**config.mk**
```make
export PLATFORM = sky130hd
export DESIGN_NAME = ssd_patch_best_matcher_core
export DESIGN_NICKNAME = d
export VERILOG_FILES = /design/src/rtl/core/spbm_pkg.sv /design/src/rtl/core/ssd_patch_best_matcher_core.sv
export SDC_FILE = /design/constraint.sdc
export NUM_CORES = 1
export LEC_CHECK = 0
export BUFFER_PORTS_ARGS = -buffer_cell sky130_fd_sc_hd__buf_4
export CAP_MARGIN = 0
export CORE_MARGIN = 2
export CORE_UTILIZATION = 55
export DETAILED_ROUTE_END_ITERATION = 8
export GPL_ROUTABILITY_DRIVEN = 0
export PLACE_DENSITY = 0.78
export RECOVER_POWER = 50
export SLEW_MARGIN = 0
export SYNTH_ARGS = -nofsm -noshare
export SYNTH_HDL_FRONTEND = slang
export SYNTH_SLANG_ARGS = --single-unit
export TNS_END_PERCENT = 1
```
**constraint.sdc**
```tcl
create_clock -name clk_i -period 5.8 [get_ports clk_i]
set_input_delay 0.87 -clock clk_i [delete_from_list [all_inputs] [get_ports clk_i]]
set_output_delay 0.87 -clock clk_i [all_outputs]
set_load 0.01 [all_outputs]
```
**src/rtl/core/spbm_pkg.sv**
```systemverilog
// spbm_pkg: shared types and constants for the ssd patch best matcher
// holds the request/result structs, register indexes and field widths
// no dependencies
package spbm_pkg;

  localparam int unsigned PixW   = 8;
  localparam int unsigned IdxW   = 10;
  localparam int unsigned CoordW = 11;
  localparam int unsigned DimW   = 12;
  localparam int unsigned SumW   = 23;
  localparam int unsigned SqW    = 2 * PixW;

  localparam int unsigned CfgIdxW  = 3;
  localparam int unsigned CfgDataW = SumW;

  // corners must sit at least this far inside their image
  localparam int unsigned BorderMargin = 11;

  localparam logic [CfgIdxW-1:0] CfgWidthA  = 3'd0;
  localparam logic [CfgIdxW-1:0] CfgHeightA = 3'd1;
  localparam logic [CfgIdxW-1:0] CfgWidthB  = 3'd2;
  localparam logic [CfgIdxW-1:0] CfgHeightB = 3'd3;
  localparam logic [CfgIdxW-1:0] CfgRangeX  = 3'd4;
  localparam logic [CfgIdxW-1:0] CfgRangeY  = 3'd5;
  localparam logic [CfgIdxW-1:0] CfgSumLim  = 3'd6;

  localparam logic [DimW-1:0]   WidthReset  = DimW'(640);
  localparam logic [DimW-1:0]   HeightReset = DimW'(480);
  localparam logic [CoordW-1:0] RangeReset  = CoordW'(2047);
  localparam logic [SumW-1:0]   SumLimReset = SumW'(7868026);

  typedef struct packed {
    logic [PixW-1:0]   pixel_a;
    logic [PixW-1:0]   pixel_b;
    logic [IdxW-1:0]   query_index;
    logic [CoordW-1:0] query_x;
    logic [CoordW-1:0] query_y;
    logic [IdxW-1:0]   cand_index;
    logic [CoordW-1:0] cand_x;
    logic [CoordW-1:0] cand_y;
    logic              last_pixel;
    logic              last_candidate;
  } spbm_req_t;

  typedef struct packed {
    logic [IdxW-1:0] result_query;
    logic [IdxW-1:0] match_index;
    logic [SumW-1:0] best_sum;
    logic            matched;
  } spbm_rsp_t;

endpackage

```
**src/rtl/core/ssd_patch_best_matcher_core.sv**
```systemverilog
// ssd_patch_best_matcher_core: streaming sum-of-squared-differences matcher
// two pipeline stages and an output register; depends on spbm_pkg
//
// usage:
//   the request channel carries one pixel pair per request, together with the
//   query and candidate corner data and the end-of-patch / end-of-query marks
//   a request is taken on a rising edge with in_valid_i high and in_stall_o low
//   the result channel gives one result per query, on the request that closes
//   the last candidate's patch; taken when out_valid_o high, out_stall_i low
//   a closing request goes through stage 1 and then the output register;
//   requests are taken one per cycle while in_stall_o is low, and the
//   accumulate-and-compare loop keeps the running sum and best candidate
//   when the receiver stalls, requests that close no query keep flowing; only
//   a closing request waits in the first stage while an older result is held
//   configuration registers are written through cfg_we_i / cfg_index_i /
//   cfg_data_i, by the user only while idle; the block does not check this;
//   unknown indexes are ignored; reset puts the registers at their defaults,
//   clears the running sum, the best candidate and the pipeline valid bits
module ssd_patch_best_matcher_core
  import spbm_pkg::*;
#(
  parameter int unsigned CornerMargin = BorderMargin
) (
  input  logic                clk_i,
  input  logic                rst_ni,
  input  logic                in_valid_i,
  output logic                in_stall_o,
  input  spbm_req_t           in_data_i,
  output logic                out_valid_o,
  input  logic                out_stall_i,
  output spbm_rsp_t           out_data_o,
  input  logic                cfg_we_i,
  input  logic [CfgIdxW-1:0]  cfg_index_i,
  input  logic [CfgDataW-1:0] cfg_data_i
);

  // configuration registers
  logic [DimW-1:0]   width_a_q, height_a_q, width_b_q, height_b_q;
  logic [CoordW-1:0] range_x_q, range_y_q;
  logic [SumW-1:0]   sum_limit_q;

  always_ff @(posedge clk_i or negedge rst_ni) begin
    if (!rst_ni) begin
      width_a_q   <= WidthReset;
      height_a_q  <= HeightReset;
      width_b_q   <= WidthReset;
      height_b_q  <= HeightReset;
      range_x_q   <= RangeReset;
      range_y_q   <= RangeReset;
      sum_limit_q <= SumLimReset;
    end else if (cfg_we_i) begin
      unique case (cfg_index_i)
        CfgWidthA:  width_a_q   <= cfg_data_i[DimW-1:0];
        CfgHeightA: height_a_q  <= cfg_data_i[DimW-1:0];
        CfgWidthB:  width_b_q   <= cfg_data_i[DimW-1:0];
        CfgHeightB: height_b_q  <= cfg_data_i[DimW-1:0];
        CfgRangeX:  range_x_q   <= cfg_data_i[CoordW-1:0];
        CfgRangeY:  range_y_q   <= cfg_data_i[CoordW-1:0];
        CfgSumLim:  sum_limit_q <= cfg_data_i[SumW-1:0];
        default: ;
      endcase
    end
  end

  // stage 1: square of the pixel difference and the eligibility tests
  logic [PixW-1:0]   pix_diff;
  logic [SqW-1:0]    sq_d;
  logic [CoordW-1:0] dx, dy;
  logic              elig_d;
  logic              in_x_a, in_y_a, in_x_b, in_y_b;

  function automatic logic corner_inside(logic [CoordW-1:0] c, logic [DimW-1:0] dim);
    logic [DimW:0] far_edge;
    far_edge = (DimW+1)'(c) + (DimW+1)'(CornerMargin);
    return ((DimW+1)'(c) >= (DimW+1)'(CornerMargin)) && (far_edge < {1'b0, dim});
  endfunction

  always_comb begin
    pix_diff = (in_data_i.pixel_a > in_data_i.pixel_b) ?
               in_data_i.pixel_a - in_data_i.pixel_b :
               in_data_i.pixel_b - in_data_i.pixel_a;
    sq_d     = pix_diff * pix_diff;
    dx       = (in_data_i.query_x > in_data_i.cand_x) ?
               in_data_i.query_x - in_data_i.cand_x :
               in_data_i.cand_x - in_data_i.query_x;
    dy       = (in_data_i.query_y > in_data_i.cand_y) ?
               in_data_i.query_y - in_data_i.cand_y :
               in_data_i.cand_y - in_data_i.query_y;
    in_x_a   = corner_inside(in_data_i.query_x, width_a_q);
    in_y_a   = corner_inside(in_data_i.query_y, height_a_q);
    in_x_b   = corner_inside(in_data_i.cand_x, width_b_q);
    in_y_b   = corner_inside(in_data_i.cand_y, height_b_q);
    elig_d   = (dx <= range_x_q) && (dy <= range_y_q) &&
               in_x_a && in_y_a && in_x_b && in_y_b;
  end

  logic            s1_valid_q;
  logic [SqW-1:0]  sq_q;
  logic            elig_q;
  logic            lp_q, lc_q;
  logic [IdxW-1:0] qi_q, ci_q;
  logic            s1_go;
  logic            out_free;
  logic            in_accept;

  assign out_free   = !out_valid_o || !out_stall_i;
  // only a query-closing request needs room in the output register
  assign s1_go      = s1_valid_q && (!(lp_q && lc_q) || out_free);
  assign in_stall_o = s1_valid_q && !s1_go;
  assign in_accept  = in_valid_i && !in_stall_o;

  always_ff @(posedge clk_i or negedge rst_ni) begin
    if (!rst_ni) begin
      s1_valid_q <= 1'b0;
    end else if (in_accept) begin
      s1_valid_q <= 1'b1;
    end else if (s1_go) begin
      s1_valid_q <= 1'b0;
    end
  end

  always_ff @(posedge clk_i) begin
    if (in_accept) begin
      sq_q   <= sq_d;
      elig_q <= elig_d;
      lp_q   <= in_data_i.last_pixel;
      lc_q   <= in_data_i.last_candidate;
      qi_q   <= in_data_i.query_index;
      ci_q   <= in_data_i.cand_index;
    end
  end

  // stage 2: accumulate, keep the best eligible candidate, close the query
  logic [SumW-1:0] run_sum_q, run_sum_d;
  logic [SumW-1:0] best_sum_q, best_sum_d;
  logic [IdxW-1:0] best_idx_q, best_idx_d;
  logic            have_best_q, have_best_d;
  logic [SumW:0]   sum_wide;
  logic [SumW-1:0] sum_sat;
  logic [SumW-1:0] upd_sum;
  logic [IdxW-1:0] upd_idx;
  logic            upd_have;
  logic            take_new;
  logic            out_load;
  spbm_rsp_t       rsp_d;

  always_comb begin
    sum_wide  = (SumW+1)'(run_sum_q) + (SumW+1)'(sq_q);
    // saturate at the top of the sum range
    sum_sat   = sum_wide[SumW] ? {SumW{1'b1}} : sum_wide[SumW-1:0];
    take_new  = lp_q && elig_q && (!have_best_q || sum_sat < best_sum_q);
    upd_sum   = take_new ? sum_sat : best_sum_q;
    upd_idx   = take_new ? ci_q : best_idx_q;
    upd_have  = take_new || have_best_q;

    rsp_d.result_query = qi_q;
    rsp_d.match_index  = upd_have ? upd_idx : '0;
    rsp_d.best_sum     = upd_have ? upd_sum : '0;
    rsp_d.matched      = upd_have && (upd_sum < sum_limit_q);

    run_sum_d   = lp_q ? '0 : sum_sat;
    best_sum_d  = upd_sum;
    best_idx_d  = upd_idx;
    have_best_d = upd_have;
    if (lp_q && lc_q) begin
      best_sum_d  = '0;
      best_idx_d  = '0;
      have_best_d = 1'b0;
    end
    out_load = s1_go && lp_q && lc_q;
  end

  always_ff @(posedge clk_i or negedge rst_ni) begin
    if (!rst_ni) begin
      run_sum_q   <= '0;
      best_sum_q  <= '0;
      best_idx_q  <= '0;
      have_best_q <= 1'b0;
    end else if (s1_go) begin
      run_sum_q   <= run_sum_d;
      best_sum_q  <= best_sum_d;
      best_idx_q  <= best_idx_d;
      have_best_q <= have_best_d;
    end
  end

  // output register
  always_ff @(posedge clk_i or negedge rst_ni) begin
    if (!rst_ni) begin
      out_valid_o <= 1'b0;
    end else if (out_load) begin
      out_valid_o <= 1'b1;
    end else if (!out_stall_i) begin
      out_valid_o <= 1'b0;
    end
  end

  always_ff @(posedge clk_i) begin
    if (out_load) begin
      out_data_o <= rsp_d;
    end
  end

endmodule

```
==> flow_metrics.env, run 1 <==
export IMPL_cts_reportedPaths_clkPinSlew_ns=0.06
export IMPL_ys_flop_type="dfrtp_1"
export IMPL_synth_avg_cell_area_um2=9.97
export IMPL_cts_made_buffers=25
export IMPL_path_max_fanout=4
export IMPL_cts_sink_count=234
export IMPL_power_density_mw_per_mm2=517
export IMPL_setup_viol=7
export IMPL_worstPathRequired_ns=6.06
export IMPL_drc=0
export IMPL_dp_cells=2387
export IMPL_max_stage_delay_ns=0.58
export IMPL_post_route_cells_drive_above_1_share=0.260
export IMPL_critical_path_top_delay_family="adder cells"
export IMPL_drt_first_pass_iters=5
export IMPL_first_global_vias=14390
export IMPL_routed_wirelength_um=43800
export IMPL_syn_inst=1720
export IMPL_ios=159
export IMPL_ys_async_sr_fraction=0.650
export IMPL_synth_area_mm2=0.0172
export IMPL_critPathLaunch="in_data_i[74]"
export IMPL_detailedPlace_worstSlack_ns=-1.04
export IMPL_min_period_ns=6.17
export IMPL_grt_pass1_wl_um=71700
export IMPL_clock_latency_ns=0.52
export IMPL_crit_buf_inv=7
export IMPL_synth_nets=2086
export IMPL_cts_root_buf="clkbuf_16"
export IMPL_fmax_mhz=162
export IMPL_overflow=0
export IMPL_core_mm2=0.0307
export IMPL_nets=2386
export IMPL_yosys_register_bits=234
export IMPL_stdcell_count=2434
export IMPL_report_final_slew_viol_count=68
export IMPL_reg2reg_depth=25
export IMPL_status="complete, but fails checks"
export IMPL_violations="max-capacitance violations, max-slew violations, negative setup slack"
export IMPL_relSlewSlack=-1.49
export IMPL_num_antenna_cells=0
export IMPL_hold_path_class="reg2reg"
export IMPL_port_buffers=158
export IMPL_drtIter0Drc=989
export IMPL_htreeDepth=1
export IMPL_synth_seq_area_share=0.369
export IMPL_gr_usage_all_layers=0.266
export IMPL_antenna_left=0
export IMPL_hpwl_um=33200
export IMPL_clk_path_buf_depth=3
export IMPL_skew_ns=0.0194
export IMPL_cp_end_kind="register"
export IMPL_floorplan_rows=64
export IMPL_fin_util=0.683
export IMPL_vias=14100
export IMPL_ir_drop_mv=0.606
export IMPL_cts_tree="built"
export IMPL_p_leak_nw=10.0
export IMPL_grt_max_degree=68
export IMPL_rsz0062_at_grt="true"
export IMPL_die_x_um=181
export IMPL_worstHoldStart="qi_q[2]"
export IMPL_fin_ws_ns=-0.373
export IMPL_wire_per_inst_um=18.0
export IMPL_slowest_stage="fa_2"
export IMPL_total_power_w=0.0108
export IMPL_start_util=0.559
export IMPL_ys_types=70
export IMPL_setup_worst_path_start_class="primary input"
export IMPL_ys_warn_count=0
export IMPL_antenna_found_initial=0
export IMPL_die_h_um=181
export IMPL_viasPerCell=5.79
export IMPL_hold_path_depth=0
export IMPL_r2r_start="sq_q[2]"
export IMPL_criticalPathCategory="in2reg"
export IMPL_worst_slew_pin_slew_ns=3.73
export IMPL_synth_edf_count=82
export IMPL_path_depth=32
export IMPL_timing_final_crit_share=1.06
export IMPL_die_area_mm2=0.0326
export IMPL_maxCapViolations=1
export IMPL_cp_data_arrival_time_ns=6.44
export IMPL_area_growth_pct=22.1
export IMPL_final_hold_violation_count=0
==> synthesized netlist by cell type, types with 5 or more instances <==
master	number	share of area
a2111oi_0	5	0.0026
and3_1	13	0.0047
fa_1	31	0.036
nand2b_1	11	0.0040
o21ai_0	94	0.027
buf_6	6	0.0039
o31ai_1	6	0.0026
nand3_1	28	0.0082
o21a_1	24	0.011
buf_2	7	0.0020
dfrtp_1	106	0.15
xnor2_1	70	0.036
a21oi_1	83	0.024
nor2b_1	20	0.0073
nand2_1	136	0.030
nor3_1	27	0.0079
edfxtp_1	82	0.14
o21bai_1	5	0.0022
or4_1	5	0.0022
a22o_1	51	0.026
o211ai_1	9	0.0039
a21boi_0	5	0.0022
ha_1	222	0.16
dfstp_2	46	0.070
mux2_2	78	0.051
a211oi_1	14	0.0061
nor4_1	13	0.0047
xor2_1	18	0.0092
nor2_1	67	0.015
inv_1	227	0.050
nand4_1	26	0.0095
mux2i_1	19	0.011
and4_1	9	0.0046
clkbuf_1	27	0.0059
and2_1	24	0.0088
or3_1	7	0.0026
a21o_1	36	0.016
or2_2	7	0.0026
a221o_1	6	0.0035
==> placed cells by master (no fill, tap or decap), types with 27 or more instances in the layout <==
cell and instances:
nand3_1 28, fa_1 28, inv_1 222, a21oi_1 78
xnor2_1 66, o21ai_0 90, nand2_1 132, ha_1 217
buf_4 278, edfxtp_1 82, dfstp_2 46, a22o_1 51
a21o_1 36, nor2_1 64, dfrtp_1 106, nor3_1 27
mux2_2 76
==> final cells by class <==
class / count / area, um2
fill: 2200 / 9720
multi-input combinational: 1217 / 10000
clock buffer: 33 / 686
inverter: 227 / 865
timing repair buffer: 315 / 2350
sequential: 234 / 6320
tap: 396 / 495
clock inverter: 12 / 199
==> path summary, 6_finish.rpt <==
check                            endpoint  slack [ns]
setup / recovery                 sq_q[15]       -0.37
hold / removal             out_data_o[36]        0.41
setup reg to reg            out_data_o[0]       -0.36
hold reg to reg            out_data_o[36]        0.41
max in group asynchronous   best_sum_q[3]        1.46
min in group asynchronous  best_sum_q[20]        1.62
==> flip-flops by register name (all words and copies together) (netlist names) <==
name / count
lc_q: 1
out_data_o: 44
range_x_q: 11
s1_valid_q: 1
width_a_q: 12
best_idx_q: 10
sq_q: 15
height_a_q: 12
have_best_q: 1
height_b_q: 12
range_y_q: 11
elig_q: 1
lp_q: 1
width_b_q: 12
run_sum_q: 23
sum_limit_q: 23
out_valid_o: 1
qi_q: 10
ci_q: 10
best_sum_q: 23
==> routing by layer <==
| layer | global-route usage | vias to the layer above | routed length (um) |
|---|---|---|---|
| met5 | 0 | - | 0 |
| met4 | 0.0839 | 0 | 1170 |
| met3 | 0.0437 | 103 | 3280 |
| met2 | 0.448 | 569 | 20800 |
| met1 | 0.352 | 6770 | 18500 |
| li1 | - | 6658 | - |
==> logic make-up after synthesis <==
kind of cell / Yosys count / share of synthesized area
muxes: 98 / 0.0629
AOI/OAI and AO/OA: 374 / 0.146
xor gates and xnor gates: 88 / 0.0449
DFF: 234 / 0.369
adders and majority gates: 253 / 0.198
and+or+nand+nor: 404 / 0.117
buffers and inverters: 269 / 0.0622
==> report_power, final <==
part           total, W  internal (W)  switching [W]
Combinational   0.00665       0.00334        0.00331
Clock           0.00173       0.00106       0.000672
Sequential      0.00245       0.00227       0.000188
Total            0.0108       0.00666        0.00417
==> stage by stage <==
stage	hold WS, ns	setup TNS [ns]	cell area, um2
CTS	0.357	-1.67	21000
finish	0.415	-1.81	20900
global route	0.422	-4.33	20900
detailed placement	0.405	-6.92	20000
floorplan	0.400	-3.18	17300
global placement	0.401	-5.38	20000
==> what timing repair did <==
item	in CTS	in global routing
gates resized for setup	9	9
hold buffers	0	0
endpoints found under the setup margin	8	10
pin swaps	11	4
buffers inserted	2	0
Power figures use the tool's default switching activity.
==> run 2: changes to the inputs <==
--- a/config.mk
+++ b/config.mk
@@ -13,6 +13,7 @@
 export GPL_ROUTABILITY_DRIVEN = 0
 export PLACE_DENSITY = 0.78
 export RECOVER_POWER = 50
+export SETUP_SLACK_MARGIN = 0.1
 export SLEW_MARGIN = 0
 export SYNTH_ARGS = -nofsm -noshare
 export SYNTH_HDL_FRONTEND = slang
==> flow_metrics.env, run 2 (synthesis gave the netlist of run 1 again) <==
export IMPL_gr_usage_all_layers=0.266
export IMPL_crit_top_cell="a21o_1"
export IMPL_skew_ns=0.0220
export IMPL_fin_util=0.683
export IMPL_drtIter0Drc=991
export IMPL_antenna_found_initial=0
export IMPL_regMostFlops="out_data_o"
export IMPL_wire_per_inst_um=18.0
export IMPL_cts_root_buf="clkbuf_16"
export IMPL_critical_path_top_delay_family="compound AO/OA/AOI/OAI gates"
export IMPL_worstHoldStart="qi_q[2]"
export IMPL_grt_pass1_wl_um=71700
export IMPL_hold_buffers=0
export IMPL_drc=0
export IMPL_fin_ws_ns=-0.378
export IMPL_htreeDepth=1
export IMPL_vias=14104
export IMPL_ir_drop_mv=0.606
export IMPL_cp_end_kind="register"
export IMPL_power_density_mw_per_mm2=518
export IMPL_slowest_stage="or3_1"
export IMPL_setup_viol=7
export IMPL_report_final_slew_viol_count=68
export IMPL_maxCapViolations=1
export IMPL_nets=2386
export IMPL_critPathLaunch="sq_q[2]"
export IMPL_viasPerCell=5.79
export IMPL_nFillCells=2199
export IMPL_timing_final_crit_share=1.07
export IMPL_criticalPathCategory="reg2reg"
export IMPL_clock_latency_ns=0.52
export IMPL_hold_path_class="reg2reg"
export IMPL_r2r_start="sq_q[2]"
export IMPL_cts_made_buffers=25
export IMPL_violations="max-capacitance violations, max-slew violations, negative setup slack"
export IMPL_tns_ns=-1.84
export IMPL_cts_sink_count=234
export IMPL_port_buffers=158
export IMPL_core_mm2=0.0307
export IMPL_layout_commonest_cell="buf_4"
export IMPL_path_max_fanout=4
export IMPL_floorplan_rows=64
export IMPL_crit_buf_inv=1
export IMPL_worst_slew_pin_slew_ns=3.74
export IMPL_setup_worst_path_start_class="register"
export IMPL_hpwl_um=33200
export IMPL_antenna_left=0
export IMPL_status="complete, but fails checks"
export IMPL_die_area_mm2=0.0326
export IMPL_final_hold_violation_count=0
export IMPL_drt_first_pass_iters=5
export IMPL_fmax_mhz=162
export IMPL_overflow=0
export IMPL_start_util=0.559
export IMPL_multi_input_comb_area_mm2=0.0100
export IMPL_post_route_cells_drive_above_1_share=0.260
export IMPL_relSlewSlack=-1.50
export IMPL_layout_common_cells="buf_4, inv_1, ha_1"
export IMPL_ios=159
export IMPL_worstPathRequired_ns=6.15
export IMPL_cts_reportedPaths_clkPinSlew_ns=0.06
export IMPL_grt_max_degree=68
export IMPL_min_period_ns=6.18
export IMPL_area_growth_pct=22.1
export IMPL_cts_tree="built"
export IMPL_max_stage_delay_ns=0.44
export IMPL_die_h_um=181
export IMPL_cp_data_arrival_time_ns=6.52
export IMPL_regArea_mm2=0.00632
export IMPL_clk_path_buf_depth=3
export IMPL_p_leak_nw=10.0
export IMPL_largest_register_ffs=44
export IMPL_first_global_vias=14388
export IMPL_die_x_um=181
export IMPL_rsz0062_at_grt="true"
export IMPL_routed_wirelength_um=43900
run 2: changes by cell type in the layout (fill, tap and decap cells not counted):
cell	change
buf_6	-1
buf_8	+1
diode_2	+1
inv_2	-1
inv_4	+1
xnor2_1	+1
xnor2_2	-1
xor2_2	+1
xor2_4	-1
run 2: layout make-up:
| cell class | instances | area share |
|---|---|---|
| repair buffers | 315 | 0.113 |
| multi-input cells | 1217 | 0.478 |
| flip-flops and latches | 234 | 0.302 |
| diodes | 1 | 0.000120 |
| clock inverters | 12 | 0.00950 |
| well taps | 396 | 0.0237 |
| inverters | 227 | 0.0414 |
| clock buffers | 33 | 0.0327 |
run 2: per-layer routing:
layer,wire [um],global-route usage
met4,1080,0.0839
met5,0,0
met3,3240,0.0437
met1,18600,0.352
met2,20900,0.448
run 2: where the power goes:
group	switching, W	internal, W
combinational	0.00331	0.00334
sequential	0.000189	0.00227
clock	0.000676	0.00106
total	0.00417	0.00666
run 2: what timing repair did:
| action | in CTS | in global routing |
|---|---|---|
| pin swaps | 12 | 2 |
| buffers inserted | 2 | 0 |
| gates resized for setup | 9 | 9 |
| setup endpoints to repair | 8 | 10 |
run 2: final timing paths:
check,endpoint,slack [ns],depth (start not counted)
worst min register to register,out_data_o[36],0.41,0
worst max-delay path,out_data_o[0],-0.38,25
worst min-delay path,out_data_o[36],0.41,0
min in group asynchronous,best_sum_q[20],1.62,1
max in group asynchronous,width_a_q[0],1.44,2
worst max register to register,out_data_o[0],-0.38,25
run 2: through the flow:
| stage | hold slack (ns) | std cells | setup WS [ns] | total power (W) | cell area [um2] |
|---|---|---|---|---|---|
| 6_report | 0.414 | 2435 | -0.378 | 0.0108 | 20900 |
| 5_1_grt | 0.422 | 2434 | -0.699 | 0.0117 | 20900 |
| 4_1_cts | 0.357 | 2434 | -0.329 | 0.0108 | 21000 |
| 3_5_place_dp | 0.405 | 2387 | -1.04 | 0.00896 | 20000 |
| 3_3_place_gp | 0.401 | 2387 | -0.871 | 0.00862 | 20000 |
| 2_1_floorplan | 0.400 | 1720 | -0.651 | 0.00668 | 17300 |
